`config.mk`:
```
export PLATFORM = sky130hd
export DESIGN_NAME = keypad_matrix_scanner
export DESIGN_NICKNAME = d
export VERILOG_FILES = /design/src/sv/kms_pkg.sv /design/src/sv/keypad_matrix_scanner.sv /design/src/sv/kms_scan.sv /design/src/sv/kms_stack.sv
export SDC_FILE = /design/constraint.sdc
export NUM_CORES = 1
export LEC_CHECK = 0
export BUFFER_PORTS_ARGS = -buffer_cell sky130_fd_sc_hd__buf_2
export CORE_MARGIN = 10
export CORE_UTILIZATION = 43
export CTS_BUF_LIST = sky130_fd_sc_hd__clkbuf_4 sky130_fd_sc_hd__clkbuf_8 sky130_fd_sc_hd__clkbuf_16
export DETAILED_ROUTE_END_ITERATION = 10
export SLEW_MARGIN = 0
export SYNTH_ARGS = -nofsm -noshare
export SYNTH_HDL_FRONTEND = slang
export SYNTH_HIERARCHICAL = 1
export SYNTH_SLANG_ARGS = --single-unit
```
`constraint.sdc`:
```
create_clock -name clk -period 4.7 [get_ports clk]
set_input_delay 0.47 -clock clk [delete_from_list [all_inputs] [get_ports clk]]
set_output_delay 0.47 -clock clk [all_outputs]
set_load 0.02 [all_outputs]
```
`src/sv/kms_pkg.sv`:
```
package kms_pkg;

    localparam int STACK_DEPTH = 6;
    localparam int CNT_W       = $clog2(STACK_DEPTH + 1);
    localparam int IDX_W       = (STACK_DEPTH > 1) ? $clog2(STACK_DEPTH) : 1;
    localparam int POS_W       = CNT_W + 2;

    localparam int NUM_COLS    = 4;
    localparam int COL_W       = 2;
    localparam int ROW_IDX_W   = 2;
    localparam int ROW_W       = 4;
    localparam int STAGE_W     = 3;
    localparam int CODE_W      = 7;
    localparam int COL_SHIFT   = 4;

    // request kinds carried on tuser
    localparam logic REQ_TICK  = 1'b0;
    localparam logic REQ_READ  = 1'b1;

    // keys found on one odd-stage tick
    typedef struct packed {
        logic [NUM_COLS-1:0]  hit;
        logic [ROW_IDX_W-1:0] row;
    } kms_push_t;

    // outcome of a read request
    typedef struct packed {
        logic              valid;
        logic [CODE_W-1:0] code;
    } kms_pop_t;

    // key code: upper bits column+1, low nibble row
    function automatic logic [CODE_W-1:0] kms_key_code(input logic [COL_W-1:0] col,
                                                       input logic [ROW_IDX_W-1:0] row);
        logic [CODE_W-1:0] col_part;
        col_part = CODE_W'(CODE_W'(col) + CODE_W'(1)) << COL_SHIFT;
        return col_part | CODE_W'(row);
    endfunction

endpackage

```
`src/sv/keypad_matrix_scanner.sv`:
```
// 4x4 key matrix scanner with a small last-in-first-out key stack. each request
// is either a scan tick or a key read, chosen by s_axis_tuser. a tick steps a
// 3-bit stage counter (wrapping after 7); the row is stage/2, an even stage
// drives that row one-hot, an odd stage samples the column bits from
// s_axis_tdata and pushes ((column+1)<<4)|row for each high column, column 0
// first. pushes beyond the stack depth (6) are dropped. a read pops the newest
// key, or returns key_valid = 0 when the stack is empty. every request gives
// exactly one result: row_drive, key_code and key_valid. no debouncing is done.
// throughput is one request per clock while m_axis_tready is high; a request
// passes the input register, then the result register, with the counter, row and stack
// update done in the single combinational pass between them.
module keypad_matrix_scanner (
    input  logic        clk,
    input  logic        rst_n,
    input  logic        s_axis_tvalid,
    output logic        s_axis_tready,
    input  logic [7:0]  s_axis_tdata,   // [3:0] col_sample, [7:4] zero
    input  logic        s_axis_tuser,   // [0] req_type
    output logic        m_axis_tvalid,
    input  logic        m_axis_tready,
    output logic [15:0] m_axis_tdata,   // [3:0] row_drive, [10:4] key_code, [15:11] zero
    output logic        m_axis_tuser    // [0] key_valid
);
    import kms_pkg::*;

    // input register
    logic                in_valid_reg;
    logic                in_valid_next;
    logic                in_req_reg;
    logic [NUM_COLS-1:0] in_cols_reg;

    // result register
    logic                out_valid_reg;
    logic                out_valid_next;
    logic [ROW_W-1:0]    out_row_reg;
    logic [CODE_W-1:0]   out_code_reg;
    logic                out_key_valid_reg;

    logic                accept;
    logic                advance;
    logic                tick;
    logic                read;
    logic [ROW_W-1:0]    row_next;
    kms_push_t           push;
    kms_pop_t            pop;

    // the held request moves on whenever the result slot is free or drains
    assign advance       = in_valid_reg && (!out_valid_reg || m_axis_tready);
    assign s_axis_tready = !in_valid_reg || advance;
    assign accept        = s_axis_tvalid && s_axis_tready;

    assign tick = advance && (in_req_reg == REQ_TICK);
    assign read = advance && (in_req_reg == REQ_READ);

    kms_scan u_scan (
        .clk      (clk),
        .rst_n    (rst_n),
        .tick     (tick),
        .cols     (in_cols_reg),
        .row_next (row_next),
        .push     (push)
    );

    kms_stack u_stack (
        .clk     (clk),
        .rst_n   (rst_n),
        .pop_req (read),
        .push    (push),
        .pop     (pop)
    );

    always_comb
    begin
        if (accept)
        begin
            in_valid_next = 1'b1;
        end
        else if (advance)
        begin
            in_valid_next = 1'b0;
        end
        else
        begin
            in_valid_next = in_valid_reg;
        end

        if (advance)
        begin
            out_valid_next = 1'b1;
        end
        else if (m_axis_tready)
        begin
            out_valid_next = 1'b0;
        end
        else
        begin
            out_valid_next = out_valid_reg;
        end
    end

    always_ff @(posedge clk or negedge rst_n)
    begin
        if (!rst_n)
        begin
            in_valid_reg  <= 1'b0;
            out_valid_reg <= 1'b0;
        end
        else
        begin
            in_valid_reg  <= in_valid_next;
            out_valid_reg <= out_valid_next;
        end
    end

    // payload registers, no reset needed
    always_ff @(posedge clk)
    begin
        if (accept)
        begin
            in_req_reg  <= s_axis_tuser;
            in_cols_reg <= s_axis_tdata[NUM_COLS-1:0];
        end
        if (advance)
        begin
            out_row_reg       <= row_next;
            out_code_reg      <= pop.code;
            out_key_valid_reg <= pop.valid;
        end
    end

    assign m_axis_tvalid = out_valid_reg;
    assign m_axis_tdata  = {5'b0, out_code_reg, out_row_reg};
    assign m_axis_tuser  = out_key_valid_reg;

endmodule

```
`src/sv/kms_scan.sv`:
```
module kms_scan (
    input  logic                      clk,
    input  logic                      rst_n,
    input  logic                      tick,
    input  logic [kms_pkg::NUM_COLS-1:0] cols,
    output logic [kms_pkg::ROW_W-1:0] row_next,
    output kms_pkg::kms_push_t        push
);
    import kms_pkg::*;

    logic [STAGE_W-1:0]   stage_reg;
    logic [STAGE_W-1:0]   stage_next;
    logic [ROW_W-1:0]     row_reg;
    logic [ROW_IDX_W-1:0] row_idx;
    logic [ROW_W-1:0]     row_onehot;
    logic                 odd_stage;

    always_comb
    begin
        stage_next = stage_reg + STAGE_W'(1);
        row_idx    = stage_next[STAGE_W-1:1];
        odd_stage  = stage_next[0];
        row_onehot = ROW_W'(1) << row_idx;
        row_next   = (tick && !odd_stage) ? row_onehot : row_reg;
        push.row   = row_idx;
        push.hit   = (tick && odd_stage) ? cols : '0;
    end

    always_ff @(posedge clk or negedge rst_n)
    begin
        if (!rst_n)
        begin
            stage_reg <= '0;
            row_reg   <= '0;
        end
        else if (tick)
        begin
            stage_reg <= stage_next;
            row_reg   <= row_next;
        end
    end

endmodule

```
`src/sv/kms_stack.sv`:
```
module kms_stack (
    input  logic               clk,
    input  logic               rst_n,
    input  logic               pop_req,
    input  kms_pkg::kms_push_t push,
    output kms_pkg::kms_pop_t  pop
);
    import kms_pkg::*;

    logic [CODE_W-1:0] stack_reg [STACK_DEPTH];
    logic [CNT_W-1:0]  count_reg;
    logic [CNT_W-1:0]  count_next;
    logic [CNT_W-1:0]  top_pos;
    logic [POS_W-1:0]  pos [NUM_COLS];
    logic [POS_W-1:0]  fill;

    always_comb
    begin
        // slot each hit column lands in, column 0 first
        fill = POS_W'(count_reg);
        for (int c = 0; c < NUM_COLS; c++)
        begin
            pos[c] = fill;
            if (push.hit[c])
            begin
                fill = fill + POS_W'(1);
            end
        end

        top_pos    = count_reg - CNT_W'(1);
        pop.valid  = pop_req && (count_reg != '0);
        pop.code   = pop.valid ? stack_reg[top_pos[IDX_W-1:0]] : '0;

        count_next = count_reg;
        if (pop.valid)
        begin
            count_next = top_pos;
        end
        else if (fill > POS_W'(STACK_DEPTH))
        begin
            count_next = CNT_W'(STACK_DEPTH);
        end
        else
        begin
            count_next = fill[CNT_W-1:0];
        end
    end

    always_ff @(posedge clk or negedge rst_n)
    begin
        if (!rst_n)
        begin
            count_reg <= '0;
        end
        else
        begin
            count_reg <= count_next;
        end
    end

    // entries have no reset, only slots below the count are read
    always_ff @(posedge clk)
    begin
        for (int i = 0; i < STACK_DEPTH; i++)
        begin
            for (int c = 0; c < NUM_COLS; c++)
            begin
                if (push.hit[c] && (pos[c] == POS_W'(i)))
                begin
                    stack_reg[i] <= kms_key_code(COL_W'(c), push.row);
                end
            end
        end
    end

endmodule
```
After elaboration in Yosys (flattened, before gate mapping)
Memories as Yosys holds them, arrays and structs flattened. A register that Yosys moved wholly into a read port is not among the register bits.
Cells that the tools add are included.
{"block": "totals", "ramBits": 30, "reg_bits": 29, "latch_bits": 0, "mem_count": 1, "rom_bits": 0, "out_inout_bits": 19}
{"block": "op_classes", "order_cmp": 1, "reduce_logical": 46, "n_eq_ne": 20, "div": 0, "add_sub_neg": 6, "n_mux": 84, "bitwise_logic": 19, "mul": 0, "n_shift": 1}
{"name": "u_stack.stack_reg", "words": 6, "width": 5, "rd": 1, "rd_clocked_by_memory_dff": 1, "write_ports": 4, "line_no": "kms_stack.sv:10", "source": "logic [CODE_W-1:0] stack_reg [STACK_DEPTH];"}
{"operator": "two-way mux 5 bit", "n": 24}
{"operator": "two-way mux 1 bit", "n": 54}
{"operator": "logical AND 1 bit", "n": 31}
{"operator": "equality test 5 x 2 -> 1 bit, second input constant", "n": 6}
{"operator": "equality test 5 x 3 -> 1 bit, second input constant", "n": 6}
{"operator": "logical NOT 5 bit", "n": 4}
{"operator": "OR 1 bit", "n": 18}
{"operator": "adder 5 x 1 -> 5 bit, second input constant", "n": 3}
{"operator": "equality test 5 x 1 -> 1 bit, second input constant", "n": 3}
{"operator": "two-way mux 3 bit", "n": 4}
{"operator": "OR reduction 5 bit", "n": 2}
{"operator": "two-way mux 4 bit", "n": 2}
{"operator": "equality test 3 x 2 -> 1 bit, second input constant", "n": 2}
{"operator": "equality test 3 bit, second input constant", "n": 2}
{"operator": "> comparator 5 x 3 -> 1 bit, second input constant", "n": 1}
{"operator": "adder 3 x 1 -> 4 bit, second input constant", "n": 1}
{"operator": "logical NOT 1 bit", "n": 4}
{"operator": "nonzero test 2 bit", "n": 2}
{"operator": "left shift 1 x 2 -> 4 bit, first input constant", "n": 1}
{"operator": "adder 3 x 1 -> 3 bit, second input constant", "n": 1}
{"operator": "equality test 3 x 1 -> 1 bit, second input constant", "n": 1}
{"operator": "nonzero test 3 bit", "n": 1}
{"operator": "subtractor 3 x 1 -> 3 bit, second input constant", "n": 1}
{"operator": "logical OR 1 bit", "n": 2}
{"operator": "NOT 1 bit", "n": 1}

Depth between registers and ports, before layout
Gate-level depths: netlist of the first run.
{"block": "depth", "depth_word": 18, "ltp_mapped": 18}

Hierarchy
Netlist of the first run, hierarchy kept.
{"module": "kms_stack", "area_each_um2": 2222.1, "cells_each": 202, "instances": 1}
{"module": "keypad_matrix_scanner", "area_each_um2": 675.6, "cells_each": 34, "instances": 1}
{"module": "kms_scan", "area_each_um2": 377.9, "cells_each": 33, "instances": 1}

Worst setup path after synthesis of the first run
Ideal clock, no wire load.
{"block": "synth_timing", "kind": "reg2reg", "start": "register out_valid_reg, in the netlist m_axis_tvalid", "end": "register u_stack.count_reg[0]", "arrival_time_ns": 3.731, "setup_slack_ns": 0.903, "setup_ns": 0.066, "period_less_slack_ns": 3.797, "path_stages_with_launch": 18, "path_cell_list": "dfrtp_1 nand2b_1 nor3b_2 buf_2 nor2b_1 and2_1 buf_2 xor2_1 ha_1 nand2_1 o21ai_1 xnor2_1 inv_1 ha_1 xnor3_1 nor3b_1 o41ai_1 a31o_1"}
{"element": "start: declaration", "line_no": "keypad_matrix_scanner.sv:33", "source": "logic out_valid_reg;"}
{"element": "start signal: assignment", "line_no": "keypad_matrix_scanner.sv:111", "source": "out_valid_reg <= out_valid_next;"}
{"element": "end signal: assignment", "line_no": "kms_stack.sv:57", "source": "count_reg <= count_next;"}
{"element": "end: declaration", "line_no": "kms_stack.sv:11", "source": "logic [CNT_W-1:0] count_reg;"}

==> impl_metrics.tcl, run 1 <==
set metrics [dict create \
    dieArea_mm2 0.0115 \
    synth_xor_area_frac 0.0508 \
    nNetsFinal 318 \
    core_area_mm2 0.00733 \
    grt_pass1_vias 2069 \
    critPathTopFamily "simple AND/OR/NAND/NOR gates" \
    routedWlPerCell_um 16.1 \
    max_cap_viol_count 0 \
    grt_first_pass_wirelength_mm 10.6 \
    seq_area_frac_synth 0.523 \
    crit_path_end_kind "flop" \
    synth_top_area_cell "edfxtp_1" \
    grt_max_degree 22 \
    die_h_um 107 \
    cp.buffers_inverters 1 \
    worst_hold_path_type "in -> async" \
    grt_overflow 0 \
    fp.dieW_um 107 \
    cp_slowest_cell "dfrtp_1" \
    area_delta_synth_final_pct 11.2 \
    post-place-ws_ns 0.520 \
    cts_setup_buffers 0 \
    synthDominantCellAreaShare 0.431 \
    cp-start-kind "flop" \
    async_flop_share 0.203 \
    synth_top_family_by_area "simple AND/OR/NAND/NOR gates" \
    critical_path.most_common_cell "ha_1" \
    yosys_warnings 6 \
    synth_seq_cells 59 \
    io_pins 32 \
    design_area_mm2 0.00364 \
    final_common_cell "edfxtp_1" \
    avgSynthCellArea_um2 12.2 \
    synth_compound_area_frac 0.114 \
    cpPeakStageDelay_ns 0.42 \
    peakVddDrop_mv 0.253 \
    synthAdderAreaFrac 0.0497 \
    clock-sinks 59 \
    synthFlopType "edfxtp_1" \
    leakagePower_nw 1.48 \
    postRouteWirelength_mm 6.39 \
    cts_tree "built" \
    outcome "complete, no violations" \
    crit_required_ns 4.97 \
    gp_congestion 0.837 \
    r2r_setup_slack_ns 0.64 \
    synthTopCellsByArea "edfxtp_1, dfrtp_1, ha_1" \
    setup_ws_ns 0.640 \
    antenna_left 0 \
    place_area_mm2 0.00344 \
    cts_buffers 9 \
    arrival_ns 4.33 \
    cp_max_fo 7 \
    num_vias 2085 \
    drive_gt1_frac 0.219 \
    antenna_found_initial 0 \
    worstSetupPathType "reg -> reg" \
    max_clock_freq_mhz 246 \
    setup_tns_ns 0 \
    slew-limit-headroom 0.450 \
    mostFrequentLayoutCells "edfxtp_1, buf_2, nand2_1" \
    yosys.area_share.simple 0.143 \
    cts-hold-fix-buffers 0 \
    cts_root_buf "clkbuf_8" \
    cts_buffer_depth 2 \
    path_clk_slew_ns 0.07 \
    instances_no_fill 396 \
    track_usage 0.118 \
    netlist_area_mm2 0.00328 \
    finalCritPeriodShare 0.864 \
    skew_ns 0.00745 \
    synth_cell_types 61 \
    dp_hpwl_mm 4.73 \
    synthMuxAreaShare 0.0634 \
    post_cts_resized 0 \
    drc 0 \
    hold_slack_ns 0.0129 \
    dp_cells 380 \
    antenna_cells 0 \
    hold_viol_final 0 \
    insertion_delay_ns 0.33 \
    rows 31 \
    portBuffers 22 \
    path_cells "nand2b_1 -> nor3b_2 -> nor2b_1 -> and2_1 -> mux2i_2 -> ha_1 -> nand2_1 -> o21ai_1 -> xnor2_1 -> inv_1 -> ha_1 -> xnor3_1 -> nor3b_1 -> o41ai_1 -> a31o_1" \
    largest_reg_flops 30 \
    start_util 0.447 \
    power_density_mw_per_mm2 554 \
    h-tree-depth 3 \
    vias_per_cell 5.27 \
    setup_viol 0 \
    first_pass_iters 4 \
    fill_cells 647 \
    final_max_slew_viol_count 0 \
    synth_edf_count 47 \
    rsz0062_at_grt "false" \
    drt_iter0_drc 84 \
    syn-instance-count 269 \
    worstMarginPinSlew_ns 0.823 \
    fin_crit_ns 4.06 \
]
per-stage QoR:
| stage | util | power (mW) |
|---|---|---|
| final | 0.497 | 2.02 |
| after detailed placement | 0.470 | 1.58 |
| after global routing | 0.497 | 2.16 |
| after floorplan | - | 1.41 |
| after CTS | 0.497 | 2.03 |
| after global placement | 0.470 | 1.57 |
cell usage after synthesis, types with 7 or more instances:
| library cell | instances |
|---|---|
| nor2_1 | 18 |
| o2bb2ai_1 | 8 |
| inv_1 | 13 |
| nand2_1 | 20 |
| mux2i_1 | 7 |
| edfxtp_1 | 47 |
| ha_1 | 13 |
| dfrtp_1 | 12 |
| buf_4 | 9 |
| and2_1 | 7 |
cells by family (layout without fill, tap and decap cells):
kind of cell,count (synthesis),in the layout
adder cells (fa/ha/maj),13,13
flip-flops,59,59
AO/OA/AOI/OAI,50,50
other,2,7
multiplexers,14,14
XOR/XNOR,13,13
buffers and inverters,35,58
AND/OR/NAND/NOR,83,83
layout make-up:
cell class,count,area [um^2],share of cell area
flip-flops and latches,59,1710,0.470
multi-input cells,180,1410,0.386
repair buffers,27,148,0.0405
clock buffers,11,145,0.0398
well taps,99,124,0.0340
inverters,15,56.3,0.0155
clock inverters,5,52.6,0.0144
metal layers:
metal  global-route usage  wire length (um)  vias up
met5                    0                 0        -
met2                0.184              2970       39
met4               0.0561               114        0
met3               0.0287               276       11
met1                0.150              3030     1010
li1                     -                 -     1025
where the power goes:
| part | switching (mW) | internal (mW) |
|---|---|---|
| Combinational | 0.494 | 0.326 |
| Sequential | 0.0560 | 0.688 |
| Clock | 0.191 | 0.262 |
final timing paths:
| kind | startpoint | to | depth (start not counted) |
|---|---|---|---|
| worst min register to register | u_scan/row_reg[0] | u_scan/row_reg[0] | 1 |
| worst max register to register | m_axis_tvalid | u_stack/count_reg[0] | 15 |
| max in group asynchronous | rst_n | u_scan/stage_reg[1] | 1 |
| worst max-delay path | m_axis_tvalid | u_stack/count_reg[0] | 15 |
| min in group clk | s_axis_tdata[1] | in_cols_reg[1] | 1 |
| worst min-delay path | rst_n | u_scan/stage_reg[2] | 1 |
No activity file was read; power rests on OpenSTA's default activity.
==> run 2, diff against run 1 <==
--- a/config.mk
+++ b/config.mk
@@ -9,7 +9,9 @@
 export CORE_MARGIN = 10
 export CORE_UTILIZATION = 43
 export CTS_BUF_LIST = sky130_fd_sc_hd__clkbuf_4 sky130_fd_sc_hd__clkbuf_8 sky130_fd_sc_hd__clkbuf_16
+export CTS_CLUSTER_DIAMETER = 200
 export DETAILED_ROUTE_END_ITERATION = 10
+export RECOVER_POWER = 100
 export SLEW_MARGIN = 0
 export SYNTH_ARGS = -nofsm -noshare
 export SYNTH_HDL_FRONTEND = slang
==> impl_metrics.tcl, run 2 (synthesis gave the netlist of run 1 again) <==
set metrics [dict create \
    outcome "complete, no violations" \
    use_met1 0.150 \
    cts_tree "built" \
    power_density_mw_per_mm2 558 \
    mostFrequentLayoutCells "edfxtp_1, nand2_1, nor2_1" \
    cp_max_fo 7 \
    cp-start-kind "flop" \
    fill_cells 662 \
    cts_buffer_depth 2 \
    clock-sinks 59 \
    max_clock_freq_mhz 243 \
    rsz0062_at_grt "false" \
    largest_reg_flops 30 \
    design_area_mm2 0.00358 \
    slew-limit-headroom 0.185 \
    instances_no_fill 396 \
    hold_viol_final 0 \
    insertion_delay_ns 0.33 \
    rows 31 \
    drc 0 \
    die_h_um 107 \
    antenna_found_initial 0 \
    r2r_cells 15 \
    busiest_layer "met2" \
    place_area_mm2 0.00344 \
    num_vias 2082 \
    gp_congestion 0.837 \
    crit_path_end_kind "flop" \
    p_total_mw 2.00 \
    nNetsFinal 318 \
    io_pins 32 \
    use_met3 0.0287 \
    cts_root_buf "clkbuf_8" \
    dp_cells 380 \
    setup_tns_ns 0 \
    post_cts_resized 0 \
    grt_max_degree 22 \
    postRouteWirelength_mm 6.44 \
    fp.dieW_um 107 \
    dp_hpwl_mm 4.73 \
    worst_hold_path_type "in -> async" \
    start_util 0.447 \
    setup_viol 0 \
    core_area_mm2 0.00733 \
    worstSetupPathType "reg -> reg" \
    dieArea_mm2 0.0115 \
    arrival_ns 4.39 \
    final_common_cell "edfxtp_1" \
    leakagePower_nw 1.41 \
    area_delta_synth_final_pct 9.43 \
    path_clk_slew_ns 0.07 \
    cts_setup_buffers 0 \
    fin_crit_ns 4.12 \
    antenna_left 0 \
    grt.met2_usage 0.184 \
    antenna_cells 0 \
    drt_iter0_drc 104 \
    final_util 0.489 \
    grt_overflow 0 \
    drive_gt1_frac 0.141 \
    max_cap_viol_count 0 \
    finalCritPeriodShare 0.877 \
    final_max_slew_viol_count 0 \
    cts-hold-fix-buffers 0 \
    portBuffers 22 \
    first_pass_iters 4 \
    skew_ns 0.00708 \
    cts_buffers 9 \
    crit_required_ns 4.96 \
    track_usage 0.118 \
    worstMarginPinSlew_ns 1.21 \
    grt_pass1_vias 2069 \
    routedWlPerCell_um 16.3 \
    grt_first_pass_wirelength_mm 10.6 \
    vias_per_cell 5.26 \
    peakVddDrop_mv 0.252 \
    h-tree-depth 3 \
]
[run 2: changes by cell type in the layout (fill, tap and decap cells not counted), sizes merged]
cell | before | now
buf | 27 | 11
clkbuf | 11 | 27
[run 2: routing by layer]
layer	routed length, um	vias up
met1	3070	1011
met2	2980	39
met5	0	-
met3	271	10
met4	114	0
li1	-	1022
[run 2: path summary, 6_finish.rpt]
| kind | slack [ns] | startpoint | endpoint |
|---|---|---|---|
| min reg2reg | 0.49 | u_scan/stage_reg[2] | u_scan/stage_reg[2] |
| min | 0.15 | rst_n | m_axis_tvalid |
| max | 0.58 | m_axis_tvalid | u_stack/count_reg[0] |
| max reg2reg | 0.58 | m_axis_tvalid | u_stack/count_reg[0] |
| min in group clk | 0.32 | s_axis_tdata[1] | in_cols_reg[1] |
| max in group asynchronous | 4.12 | rst_n | u_scan/stage_reg[1] |
[run 2: critical path, cell delays in order (launching register included)]
cell	delay, ns
dfrtp_1	0.40
nand2b_1	0.12
nor3b_1	0.23
nor2b_1	0.27
and2_1	0.30
mux2i_2	0.29
ha_1	0.29
nand2_1	0.10
o21ai_1	0.22
xnor2_1	0.39
inv_1	0.11
ha_1	0.23
xnor3_1	0.39
nor4_1	0.06
o41ai_1	0.44
a31o_1	0.19
[run 2: through the flow]
step | setup WS, ns | hold WS [ns]
after floorplan | 0.903 | 0.174
after global placement | 0.546 | 0.366
after detailed placement | 0.520 | 0.373
after CTS | 0.649 | 0.0104
after global routing | 0.102 | 0.210
final | 0.576 | 0.148
[run 2: power breakdown]
| group | switching [mW] | total, mW | internal (mW) |
|---|---|---|---|
| combinational | 0.492 | 0.803 | 0.311 |
| clock | 0.191 | 0.453 | 0.262 |
| sequential | 0.0544 | 0.743 | 0.689 |
| total | 0.737 | 2.00 | 1.26 |
[run 2: layout make-up]
cell class,count,area (um^2),area share
Timing Repair Buffer,27,125,0.0349
Clock inverter,5,52.6,0.0147
Tap cell,99,124,0.0346
Sequential cell,59,1710,0.477
Inverter,15,56.3,0.0157
Clock buffer,11,145,0.0405
Multi-Input combinational cell,180,1370,0.382
